File: src/rtl/spcr_pkg.sv
// spcr_pkg: widths and status codes shared by the sphere pair collision response pipeline.
// no dependencies; used by spcr_isqrt, spcr_div and the top level.
`timescale 1ns / 1ps

package spcr_pkg;

	localparam int unsigned COMP_W = 16;
	localparam int unsigned VEC_W = 3 * COMP_W;
	localparam int unsigned RADIUS_W = 16;
	localparam int unsigned MASS_W = 16;
	localparam int unsigned REST_W = 17;

	// square root unit: 50-bit radicand, one root bit per stage
	localparam int unsigned SQ_ROOT_W = 25;
	localparam int unsigned SQ_IN_W = 2 * SQ_ROOT_W;
	localparam int unsigned SQ_REM_W = SQ_ROOT_W + 3;

	// divider unit: one quotient bit per stage
	localparam int unsigned DIV_N_W = 53;
	localparam int unsigned DIV_D_W = 25;
	localparam int unsigned DIV_Q_W = 36;
	localparam int unsigned DIV_CMP_W = DIV_D_W + DIV_Q_W;

	localparam logic [1:0] ST_RESOLVED = 2'd0;
	localparam logic [1:0] ST_NO_CONTACT = 2'd1;
	localparam logic [1:0] ST_BOTH_FIXED = 2'd2;
	localparam logic [1:0] ST_COINCIDENT = 2'd3;

endpackage

File: src/rtl/spcr_isqrt.sv
// spcr_isqrt: pipelined floor square root, one root bit per register stage.
// depends on spcr_pkg for widths.
`timescale 1ns / 1ps

module spcr_isqrt (
	input  logic                              clk,
	input  logic [spcr_pkg::SQ_IN_W-1:0]      x,
	output logic [spcr_pkg::SQ_ROOT_W-1:0]    root
);

	logic [spcr_pkg::SQ_REM_W-1:0] rem_s [spcr_pkg::SQ_ROOT_W];
	logic [spcr_pkg::SQ_ROOT_W-1:0] root_s [spcr_pkg::SQ_ROOT_W];
	logic [spcr_pkg::SQ_IN_W-1:0] x_s [spcr_pkg::SQ_ROOT_W];

	for (genvar k = 0; k < spcr_pkg::SQ_ROOT_W; k++) begin : g_stage
		logic [spcr_pkg::SQ_REM_W-1:0] rem_in;
		logic [spcr_pkg::SQ_ROOT_W-1:0] root_in;
		logic [spcr_pkg::SQ_IN_W-1:0] x_in;
		logic [spcr_pkg::SQ_REM_W-1:0] cur;
		logic [spcr_pkg::SQ_REM_W-1:0] trial;

		if (k == 0) begin : g_head
			assign rem_in = '0;
			assign root_in = '0;
			assign x_in = x;
		end else begin : g_body
			assign rem_in = rem_s[k-1];
			assign root_in = root_s[k-1];
			assign x_in = x_s[k-1];
		end

		// bring down the next two radicand bits
		assign cur = {rem_in[spcr_pkg::SQ_REM_W-3:0], x_in[spcr_pkg::SQ_IN_W-1 -: 2]};
		assign trial = {1'b0, root_in, 2'b01};

		always_ff @(posedge clk) begin
			if (cur >= trial) begin
				rem_s[k] <= cur - trial;
				root_s[k] <= {root_in[spcr_pkg::SQ_ROOT_W-2:0], 1'b1};
			end else begin
				rem_s[k] <= cur;
				root_s[k] <= {root_in[spcr_pkg::SQ_ROOT_W-2:0], 1'b0};
			end
			x_s[k] <= {x_in[spcr_pkg::SQ_IN_W-3:0], 2'b00};
		end
	end

	assign root = root_s[spcr_pkg::SQ_ROOT_W-1];

endmodule

File: config.mk
export PLATFORM = sky130hd
export DESIGN_NAME = spcr_isqrt
export DESIGN_NICKNAME = d
export VERILOG_FILES = /design/src/rtl/spcr_pkg.sv /design/src/rtl/spcr_isqrt.sv
export SDC_FILE = /design/constraint.sdc
export NUM_CORES = 2
export LEC_CHECK = 0
export BUFFER_PORTS_ARGS = -buffer_cell sky130_fd_sc_hd__buf_4
export CAP_MARGIN = 20
export CORE_ASPECT_RATIO = 0.75
export CORE_MARGIN = 2
export CORE_UTILIZATION = 26
export CTS_BUF_LIST = sky130_fd_sc_hd__clkbuf_4 sky130_fd_sc_hd__clkbuf_8 sky130_fd_sc_hd__clkbuf_16
export CTS_CLUSTER_SIZE = 8
export DETAILED_ROUTE_END_ITERATION = 7
export PLACE_DENSITY = 0.45
export REMOVE_ABC_BUFFERS = 1
export SETUP_SLACK_MARGIN = 0.05
export SYNTH_ARGS = -nofsm -noshare
export SYNTH_HDL_FRONTEND = slang
export SYNTH_SLANG_ARGS = --single-unit
export TNS_END_PERCENT = 20
File: constraint.sdc
create_clock -name clk -period 8.2 [get_ports clk]
set_input_delay 0.41 -clock clk [delete_from_list [all_inputs] [get_ports clk]]
set_output_delay 0.41 -clock clk [all_outputs]
set_load 0.05 [all_outputs]
# ---- After elaboration in Yosys (flattened, before gate mapping)
# Memories as Yosys holds them, arrays and structs flattened.
# Index checks and enable logic that the tools add are counted.
dict set report word_totals {
  inputBits 51
  mem_bits_rw 2525
  out_inout_bits 25
  n_memories 3
  regBits 0
  elab_cells 228
}
# memory depth width rd rd_ports_with_merged_regs write_ports line_no
set memory_table {}
lappend memory_table {x_s 25 48 24 0 25 spcr_isqrt.sv:13} ;# logic [spcr_pkg::SQ_IN_W-1:0] x_s [spcr_pkg::SQ_ROOT_W];
lappend memory_table {rem_s 25 28 24 0 25 spcr_isqrt.sv:11} ;# logic [spcr_pkg::SQ_REM_W-1:0] rem_s [spcr_pkg::SQ_ROOT_W];
lappend memory_table {root_s 25 25 25 0 25 spcr_isqrt.sv:12} ;# logic [spcr_pkg::SQ_ROOT_W-1:0] root_s [spcr_pkg::SQ_ROOT_W];
dict set report op_classes {
  mux 125
  n_bitwise 50
  magnitude_cmp 25
  addsub 25
}
# operator count
set op_table {}
lappend op_table {{2-to-1 mux 28 bit} 25}
lappend op_table {{greater-or-equal comparator 28 x 27 -> 1 bit} 24}
lappend op_table {{subtractor 28 x 27 -> 28 bit} 24}
lappend op_table {{2-to-1 mux 25 bit} 25}
lappend op_table {{2-to-1 mux 1 bit} 75}
lappend op_table {{bitwise OR 1 bit} 50}
lappend op_table {{subtractor 2 x 1 -> 3 bit (second input constant)} 1}
lappend op_table {{greater-or-equal comparator 2 x 1 -> 1 bit (second input constant)} 1}

# ---- Logic depth before layout (Yosys ltp)
# An unclocked memory read counts as a cell.
dict set report depth {
  ltp_word 5
  ltp_mapped 13
  ltp_nobuf 11
}

# ---- Least setup slack after synthesis
# Ideal clock, no wire load.
dict set report synth_timing {
  path_kind {reg-to-reg}
  from {memory root_s[20][0] (netlist bit)}
  to {memory rem_s[2][149] (netlist bit)}
  period_less_slack_ps 2772
  setup_ps 121
  arrival_ps 2651
  path_stages_with_launch 13
  path_buffers 2
  path_slack_ps 5428
  cell_sequence {dfxtp_1 -> inv_1 -> ha_1 -> nor2b_1 -> o31ai_1 -> a211oi_1 -> nor3_1 -> o31ai_2 -> a21oi_1 -> o21a_1 -> buf_2 -> buf_2 -> mux2_2}
}
# item line_no
set synth_lines {}
lappend synth_lines {{from (decl)} spcr_isqrt.sv:12}
lappend synth_lines {{to (decl)} spcr_isqrt.sv:11}

==> flow_summary.yaml <==
clock_tree:
  clock_path_buffers: 4
  h-tree-depth: 4
  cts.repair.resized: 0
  cts_setup_buffers: 0
  cts_tree: "done"
  clock_latency_ns: 0.86
  cts_root_buf: "clkbuf_16"
  cts_buffers: 217
  cts.reportedPaths.clkPinSlew_ns: 0.05
  hold_buffers: 51
  cts_sinks: 1514
worst_setup_path:
  startpoint_type: "flip-flop"
  critical_path_class: "reg2reg"
  critical_path_buf_inv_count: 2
  critPathMaxFanout: 28
  worst_ep_required_time_ns: 8.89
  cp_top_family: "simple AND/OR/NAND/NOR gates"
  crit_path_max_incr_delay_ns: 0.84
  crit_slowest_cell: "and2_1"
  critical_path.endpoint_type: "flip-flop"
  cp_cell_sequence: "inv_1 > ha_1 > nor2b_1 > o31a_1 > o311ai_0 > nand3_1 > nand3b_1 > and2_1 > inv_2 > o211a_1 > a211oi_1"
  cp.arrival_ns: 5.12
drt:
  drt-total-wl_um: 122900
  dr.pass1.iters: 6
  highest_layer: "met4"
  num_vias: 37640
  met2_length_um: 47790
  wire_per_inst_um: 14.37
  via_per_inst: 4.401
  drt_iter0_drc: 2413
  wirelength_met1_um: 64860
  ant_nets: 0
  wl_met3_um: 7120
  drcViolationCount: 0
synth:
  synth_top_family_by_area: "simple AND/OR/NAND/NOR gates"
  synth.ff_latch_count: 1514
  synth_xor_area_share_pct: 7.295
  syn-cell-area_mm2: 0.05559
  synthArstFlopShare_pct: 0
  muxShareOfSynthArea_pct: 1.254
  ys.flop_type: "dfxtp_1"
  synth_edf_count: 0
  synth-simple-area-share_pct: 13.19
  yosysSeqAreaShare_pct: 54.52
  yosys_warnings: 0
  synth_adder_area_share_pct: 7.923
  synth_compound_area_share_pct: 12.08
  yosysUniqueCellTypes: 96
  syn_inst: 5456
  syn_avg_cell_area_um2: 10.19
pwr:
  power_frac_comb_pct: 17.3
  p_switching_mw: 5.889
  seqPwrFrac_pct: 46.0
  power.density_mw_per_mm2: 317.8
  intPower_mw: 14.95
  clkPwrFrac_pct: 36.7
  power.total_mw: 20.84
  ir_worst_vdd_mv: 0.2132
  power_switching_share_pct: 28.26
  power.leakage_nw: 30.05
global_routing:
  grt_remaining_overflow: 0
  grt_pass1_wl_um: 197300
  antenna_found_initial: 5
  grt_pass1_vias: 36740
  grt_max_degree: 43
  grtUsageTotal_pct: 11.19
timing:
  timing.fmax_mhz: 225.8
  setup_viol: 0
  min_period_ns: 4.429
  tns_ns: 0
  hold_viol: 0
  finalMaxSlewViolations: 0
  layout_setup_ws_ns: 3.771
  maxSlewHeadroom_pct: 23.72
  clock_skew_ns: 0.09705
  worst_pin_slew_ns: 1.129
  grt_setup_unrepaired: "false"
  period_share_pct: 54.01
status:
  status: "finished clean"
layout:
  fin_area_mm2: 0.06559
  areaGrowthSynthToFinish_pct: 17.98
  mostFrequentLayoutCells: "dfxtp_1, inv_1, nand2_1"
  drive_gt1_share_pct: 7.944
  final_common_cell: "dfxtp_1"
  layout.nets: 6127
floorplanning:
  dieArea_mm2: 0.2176
  die_h_um: 404.4
  rows: 146
  ios: 76
  core_mm2: 0.2119
  start_util_pct: 26.23
  die_w_um: 537.9
min_path:
  hold_class: "in2reg"
placement:
  place.gp.congestion: 0.8380
  port_buffers: 75
  preCtsSetupSlack_ns: 3.794
  dp_hpwl_um: 91220
  postPlaceCellArea_mm2: 0.05943
job:
  maxCapViolCount: 0
==> flip-flops by register name, summed over array words and instances (netlist names) <==
| name | count |
|---|---|
| rem_s | 589 |
| x_s | 600 |
| root_s | 325 |
==> synth_stat cells (9+ instances only) <==
cell type / instances / area (um^2)
a2111oi_0: 11 / 96.34
a211oi_1: 29 / 217.7
a21boi_0: 15 / 112.6
a21o_1: 122 / 915.9
a21oi_1: 352 / 1762
a31oi_1: 35 / 219.0
and2_1: 23 / 143.9
and3_1: 27 / 168.9
and4_1: 10 / 87.58
buf_2: 24 / 120.1
clkbuf_1: 66 / 247.7
dfxtp_1: 1514 / 30310
ha_1: 352 / 4404
inv_1: 441 / 1655
mux2_2: 53 / 596.8
mux2i_1: 10 / 100.1
nand2_1: 356 / 1336
nand2b_1: 67 / 419.2
nand3_1: 101 / 505.5
nand3b_1: 11 / 82.58
nand4_1: 58 / 362.9
nand4b_1: 14 / 122.6
nor2_1: 349 / 1310
nor2b_1: 51 / 319.1
nor3_1: 133 / 665.6
nor4_1: 85 / 531.8
nor4b_1: 9 / 78.83
o2111ai_1: 12 / 105.1
o211a_1: 11 / 110.1
o211ai_1: 19 / 142.6
o21a_1: 69 / 518.0
o21ai_0: 230 / 1151
o21bai_1: 19 / 142.6
o311ai_0: 9 / 78.83
o31a_1: 10 / 87.58
o31ai_1: 41 / 307.8
or2_2: 29 / 181.4
or3_1: 59 / 369.1
or4_1: 27 / 202.7
xnor2_1: 245 / 2146
xor2_1: 218 / 1909
==> power by group through the flow <==
stage               sequential (mW)  combinational (mW)  clock, mW
floorplan                      9.39                2.76          0
global placement               9.73                3.56          0
detailed placement             9.73                3.57          0
CTS                            9.59                3.61       8.02
global route                   9.74                4.06       8.33
finish                         9.59                3.60       7.65
==> kinds of logic (layout without fill, tap and decap cells) <==
logic type / Yosys count / in the layout
flops: 1514 / 1514
simple gates: 1452 / 1452
compound gates: 1068 / 1068
buf+inv: 543 / 827
xor+xnor: 463 / 463
fa+ha+maj: 352 / 352
mux: 63 / 63
other cells: 1 / 2
==> stage by stage <==
stage                     instances  util [%]  hold slack [ns]
after floorplan                5360         -           0.3096
after global placement         8265     28.04           0.3095
after detailed placement       8265     28.04           0.3121
after CTS                      8551     30.95           0.1014
after global routing           8553     30.95           0.1251
final                          8553     30.95           0.1855
==> final timing paths <==
| path | startpoint | end | slack (ns) | cells after the start |
|---|---|---|---|---|
| worst max-delay path | root_s[19][0]$_DFF_P_ | rem_s[2][122]$_DFF_P_ | 3.77 | 11 |
| worst max register to register | root_s[19][0]$_DFF_P_ | rem_s[2][122]$_DFF_P_ | 3.77 | 11 |
| worst min-delay path | x[42] | x_s[0][42]$_DFF_P_ | 0.19 | 2 |
| worst min register to register | x_s[0][283]$_DFF_P_ | x_s[0][333]$_DFF_P_ | 0.25 | 0 |
==> metal layers <==
metal	track usage [%]	up-vias
met4	3.539	0
met5	0	-
met2	15.54	855
met1	16.81	17350
li1	-	19220
met3	2.507	222
==> layout make-up <==
type / instances / area [um^2]
fill: 21850 / 146300
sequential: 1514 / 30310
multi-input combinational: 3399 / 23220
clock buffer: 228 / 5560
inverter: 447 / 1678
antenna: 1 / 2.502
timing repair buffer: 145 / 1214
tap: 2812 / 3518
clock inverter: 7 / 78.83
No activity file was read; power rests on OpenSTA's default activity.
